$ cat src/assert_macros.svh
// Assertion helpers; each expects clk and rst_n in scope.
`ifndef ASSERT_MACROS_SVH
`define ASSERT_MACROS_SVH

// cond must never hold
`define ASSERT_NEVER(lbl, cond, msg) \
  lbl: assert property (@(posedge clk) disable iff (!rst_n) !(cond)) else $error(msg);

// ante in one cycle forces cons in the next
`define ASSERT_NEXT(lbl, ante, cons, msg) \
  lbl: assert property (@(posedge clk) disable iff (!rst_n) (ante) |=> (cons)) else $error(msg);

`endif

$ cat src/sft_pkg.sv
`timescale 1ns / 1ps
`default_nettype none
package sft_pkg;

  localparam int POS_W = 36;
  localparam int VEL_W = 32;
  localparam int OUT_W = 32;
  localparam int COSINE_FRACTION_BITS = 30;
  localparam int RATE_FRACTION_BITS = 48;

  localparam int PROD_W = POS_W + VEL_W;
  localparam int H_W = PROD_W + 1;
  localparam int MAG_W = H_W + POS_W + 1;
  localparam int BIG_W = 2 * MAG_W + 2 * RATE_FRACTION_BITS + 4;

  localparam int QUO_W = 2 * OUT_W + 2;
  localparam int ROT_SHIFT = 2 * COSINE_FRACTION_BITS + 2;
  localparam int RATE_SHIFT = 2 * RATE_FRACTION_BITS + 2;
  localparam int RATE_SCALE = 1000000;

  localparam logic [63:0] ROT_LIM = 64'd1 << COSINE_FRACTION_BITS;
  localparam logic [63:0] COUP_LIM = 64'h0000_0000_8000_0000;

  localparam int Q_DEPTH = 2;
  localparam int Q_PTR_W = $clog2(Q_DEPTH);
  localparam int Q_CNT_W = $clog2(Q_DEPTH + 1);

  localparam logic [1:0] OP_MUL = 2'd0;
  localparam logic [1:0] OP_DIV = 2'd1;
  localparam logic [1:0] OP_END = 2'd2;

  typedef struct packed {
    logic signed [POS_W-1:0] pos_x;
    logic signed [POS_W-1:0] pos_y;
    logic signed [POS_W-1:0] pos_z;
    logic signed [VEL_W-1:0] vel_x;
    logic signed [VEL_W-1:0] vel_y;
    logic signed [VEL_W-1:0] vel_z;
  } in_item_t;

  typedef struct packed {
    logic [1:0]              row_index;
    logic signed [OUT_W-1:0] rot_col0;
    logic signed [OUT_W-1:0] rot_col1;
    logic signed [OUT_W-1:0] rot_col2;
    logic signed [OUT_W-1:0] coup_col0;
    logic signed [OUT_W-1:0] coup_col1;
    logic signed [OUT_W-1:0] coup_col2;
    logic                    degenerate;
    logic                    last_row;
  } out_item_t;

  typedef struct packed {
    logic signed [POS_W-1:0] r0;
    logic signed [POS_W-1:0] r1;
    logic signed [POS_W-1:0] r2;
    logic signed [H_W-1:0]   h0;
    logic signed [H_W-1:0]   h1;
    logic signed [H_W-1:0]   h2;
    logic                    degen;
  } q_entry_t;

  typedef struct packed {
    logic [1:0] op;
    logic [3:0] dst;
    logic [3:0] src_a;
    logic [3:0] src_b;
    logic       clr;
    logic       sub;
    logic       wide;
    logic [3:0] sgn_sel;
    logic       sgn_inv;
    logic       coup;
    logic [4:0] slot;
  } uop_t;

  // convert magnitude to signed output code with saturation
  function automatic logic [OUT_W-1:0] encode(input logic neg, input logic [63:0] q);
    logic [63:0] m;
    m = (q > 64'h0000_0000_8000_0000) ? 64'h0000_0000_8000_0000 : q;
    if (q == 64'd0) begin
      return '0;
    end else if (neg) begin
      return OUT_W'(64'd0 - m);
    end else begin
      return (q > 64'h0000_0000_7FFF_FFFF) ? OUT_W'(64'h7FFF_FFFF) : q[OUT_W-1:0];
    end
  endfunction

endpackage
`default_nettype wire

$ cat src/sft_queue.sv
`timescale 1ns / 1ps
`default_nettype none
`include "assert_macros.svh"
module sft_queue (
  input  wire logic              clk,
  input  wire logic              rst_n,
  input  wire logic              push,
  input  wire sft_pkg::q_entry_t push_data,
  input  wire logic              pop,
  output logic                   q_valid,
  output sft_pkg::q_entry_t      q_head,
  output logic [sft_pkg::Q_CNT_W-1:0] q_count
);

  sft_pkg::q_entry_t q_mem [sft_pkg::Q_DEPTH];
  logic [sft_pkg::Q_PTR_W-1:0] wr_ptr_r, rd_ptr_r;
  logic [sft_pkg::Q_CNT_W-1:0] count_r;
  logic full;

  assign full = count_r == sft_pkg::Q_CNT_W'(sft_pkg::Q_DEPTH);
  assign q_valid = count_r != '0;
  assign q_head = q_mem[rd_ptr_r];
  assign q_count = count_r;

  // depth is a power of two, so pointers wrap on their own
  always_ff @(posedge clk) begin
    if (!rst_n) begin
      wr_ptr_r <= '0;
      rd_ptr_r <= '0;
      count_r <= '0;
    end else begin
      if (push) wr_ptr_r <= wr_ptr_r + 1'b1;
      if (pop) rd_ptr_r <= rd_ptr_r + 1'b1;
      if (push && !pop) count_r <= count_r + 1'b1;
      else if (pop && !push) count_r <= count_r - 1'b1;
    end
  end

  always_ff @(posedge clk) begin
    if (push) q_mem[wr_ptr_r] <= push_data;
  end

  `ASSERT_NEVER(a_no_overflow, push && full && !pop, "queue push while full")
  `ASSERT_NEVER(a_no_underflow, pop && (count_r == '0), "queue pop while empty")
  `ASSERT_NEXT(a_count_up, push && !pop, count_r == $past(count_r) + 1'b1, "queue count slip")

endmodule
`default_nettype wire

$ cat config.mk
export PLATFORM = sky130hd
export DESIGN_NAME = sft_queue
export DESIGN_NICKNAME = d
export VERILOG_FILES = /design/src/sft_pkg.sv /design/src/sft_queue.sv
export VERILOG_INCLUDE_DIRS = /design/src /design/src/src
export SDC_FILE = /design/constraint.sdc
export NUM_CORES = 1
export LEC_CHECK = 0
export BUFFER_PORTS_ARGS = -buffer_cell sky130_fd_sc_hd__buf_2
export CAP_MARGIN = 0
export CORE_AREA = 2 2 250 252
export DETAILED_ROUTE_END_ITERATION = 16
export DIE_AREA = 0 0 252 254
export GPL_ROUTABILITY_DRIVEN = 0
export HOLD_SLACK_MARGIN = 0.03
export PLACE_DENSITY = 0.7
export SETUP_SLACK_MARGIN = 0.05
export SLEW_MARGIN = 20
export SYNTH_ARGS = -nofsm -noshare
export SYNTH_HDL_FRONTEND = slang
export SYNTH_SLANG_ARGS = --single-unit
export TNS_END_PERCENT = 100
$ cat constraint.sdc
create_clock -name clk -period 15.1 [get_ports clk]
set_input_delay 1.51 -clock clk [delete_from_list [all_inputs] [get_ports clk]]
set_output_delay 1.51 -clock clk [all_outputs]
set_load 0.005 [all_outputs]
==> metrics.txt <==
Setup CP Type register to output pin; crit path max-delay cell type buf_4; mapped cell area 24000 um2; first-pass GRT wire length 74.64 mm; Sequential Power Share 51.6%; initial antenna violation count 19; CTS tree built; post-route setup TNS 0 ps; row count 91; mux share of post-synthesis cell area 18.58%; most instantiated cells after synthesis edfxtp_1, mux2_4, mux2_2; combinational fraction of design power 10.2%; Syn Area/Cell 23.90 um2; htree depth 3; Compound-Gate Fraction of Synth Area 0.08341%; dpl cells 2408; io pins 639; post-CTS setup buffer count 0; Netlist cell types 17; Post-synth EDFFs 632; Yosys top cell by area edfxtp_1; Hold Path Class register to register; utilization after layout 49.09%; Req. time, crit path 13590 ps; final wirelength 53.59 mm; critical path arrival 3650 ps; Pwr Density 133.8 nW/um2; IR drop worst, VDD 123.0 uV; initial core utilization 39.18%; Initial DRC Count 579; main combinational cell family by area after synthesis multiplexers; layout cell share with drive strength beyond 1 60.92%; CP max stage delay 900 ps; antenna viol nets, final 0; DRC errors left 0; Max Slew Vio Count 0; Place WS 10530 ps; hpwl dp 37.43 mm; outcome completed; Net Switching 0.8712 mW; Leak 11.70 nW; Post-layout nets 2009; clock tree buffer depth 3; final setup fails 0; RSZ-0062 raised after global routing false; largest net degree at the start of global routing 166; Pint 3.152 mW; Yosys Warn Count 0; Max Cap Viol 0; Area contributors post-synth edfxtp_1, mux2_4, mux2_2, buf_6, dfxtp_1; clock share of power 38.2%; die area 64010 um2; crit-path most repeated cell buf_4; fin worst setup slack 9936 ps; GRT Residual Overflow 0; syn_nets 1325; XOR/XNOR Fraction of Synth Area 0.1095%; Worst Skew 23.78 ps; Synth Area in Adders 0.05213%; final worst path period share 34.20%; Layout Cells excl Fill 2546; Seq cells post-synth 637; CP Launch Type register; GR Util All Layers 15.74%; number of port buffers 638; core area 61260 um2; TritonCTS Sinks 637; Clk Latency, worst-skew pair 580 ps; CTS root buf clkbuf_16; Mapped Cells 1004; Simple-Gate Fraction of Synth Area 0.2085%; vias per std cell 4.685; post-CTS sizing 0; Worst Path Max Fanout 57; worst-margin pin slew 1135 ps; Net Sw Frac 21.66%; Async S/R FF share, synth 0%; chip width 252 um; min cycle time layout 5164 ps; relative slew slack 24.31%; Reg clk slew, reported paths 60 ps; hold_buf cts 0; cell with the most instances after synthesis edfxtp_1; worst path cell trace buf_4 > buf_4 > mux2_4 > buf_2; Vert. Die Dim 254 um; vias in the first global route 12372; wire per inst 21.05 um; Seq/Total Area, Yosys 79.49%; Critical Path Sink Type output pin; Yosys top cell area share 79.07%; main flop type after synthesis edfxtp_1; Achievable Freq 0.1936 GHz; 1st-pass router iterations 4; Area Overhead vs Synth 25.30%; number of buffers created by CTS 68; Fin. Hold Viols 0; via count 11929
## worst max-delay path, delay by kind of cell, from the launching register on
kind / cells / cell delay [ps]
DFF: 1 / 720
buffers and inverters: 3 / 1860
muxes: 1 / 350
## sequential cells by signal, indices dropped and copies added, names as in the netlist, named ones only
name and flops:
rd_ptr_r 1, q_count 2, wr_ptr_r 1, q_mem 632
## cell families after synthesis
group,count (synthesis)
DFF,637
xor gates and xnor gates,3
muxes,316
adders and majority gates,1
and+or+nand+nor,8
buffers and inverters,36
AOI/OAI and AO/OA,3
## layer usage
| metal | part of all wire, % | up-vias | wire length, um | global-route usage, % |
|---|---|---|---|---|
| met5 | 0.080 | - | 43 | 0 |
| met4 | 3.5 | 6 | 1886 | 7.811 |
| met3 | 7.3 | 119 | 3925 | 4.957 |
| met2 | 53 | 430 | 28430 | 27.90 |
| met1 | 36 | 5954 | 19300 | 16.97 |
| li1 | - | 5420 | - | - |
## placed cells by master, fill, tap and decap left out
cell type / count
and2_4: 1
nor2b_4: 1
buf_2: 638
diode_2: 16
edfxtp_1: 632
clkbuf_1: 16
inv_6: 3
o21a_1: 1
buf_6: 1
clkinv_2: 9
nor2b_1: 1
clkbuf_16: 71
xnor2_1: 1
bufinv_16: 1
buf_4: 8
clkinv_4: 2
o21ai_0: 1
and2_1: 3
dfxtp_4: 1
clkinv_1: 15
buf_12: 2
a21boi_0: 1
mux2_2: 76
mux2_4: 240
or3_1: 1
ha_1: 1
clkinv_8: 3
or2_2: 1
xor2_1: 2
clkinvlp_4: 2
inv_1: 1
dfxtp_1: 4
## power by group through the flow
stage | Combinational [mW] | Clock [mW] | Sequential [mW]
floorplan | 0.241 | 0 | 2.12
global placement | 0.408 | 0 | 2.11
detailed placement | 0.416 | 0 | 2.11
CTS | 0.417 | 1.58 | 2.08
global route | 0.440 | 1.64 | 2.08
finish | 0.410 | 1.54 | 2.08
## through the flow
stage          hold WS (ps)  power [mW]  area (um2)
2_1_floorplan         488.5       2.365       24000
3_3_place_gp          494.4       2.518       27950
3_5_place_dp          530.5       2.530       27950
4_1_cts               538.6       4.075       30030
5_1_grt               582.3       4.163       30060
6_report              537.2       4.023       30070
## final timing paths
path              cells after the start  slack (ps)             to  startpoint
setup / recovery                      4        9940    q_head[158]    register
setup reg to reg                      3       11770  q_mem[1][158]    wr_ptr_r
hold / removal                        2         540     q_count[1]  q_count[1]
hold reg to reg                       2         540     q_count[1]  q_count[1]
## cell type report
| class | count | area (um2) |
|---|---|---|
| well taps | 790 | 988.4 |
| inverters | 1 | 3.754 |
| multi-input cells | 331 | 4578 |
| clock inverters | 35 | 239.0 |
| repair buffers | 649 | 3304 |
| fillers | 5059 | 31180 |
| clock buffers | 87 | 1837 |
| diodes | 16 | 40.04 |
| flip-flops and latches | 637 | 19080 |
Power figures use the tool's default switching activity.
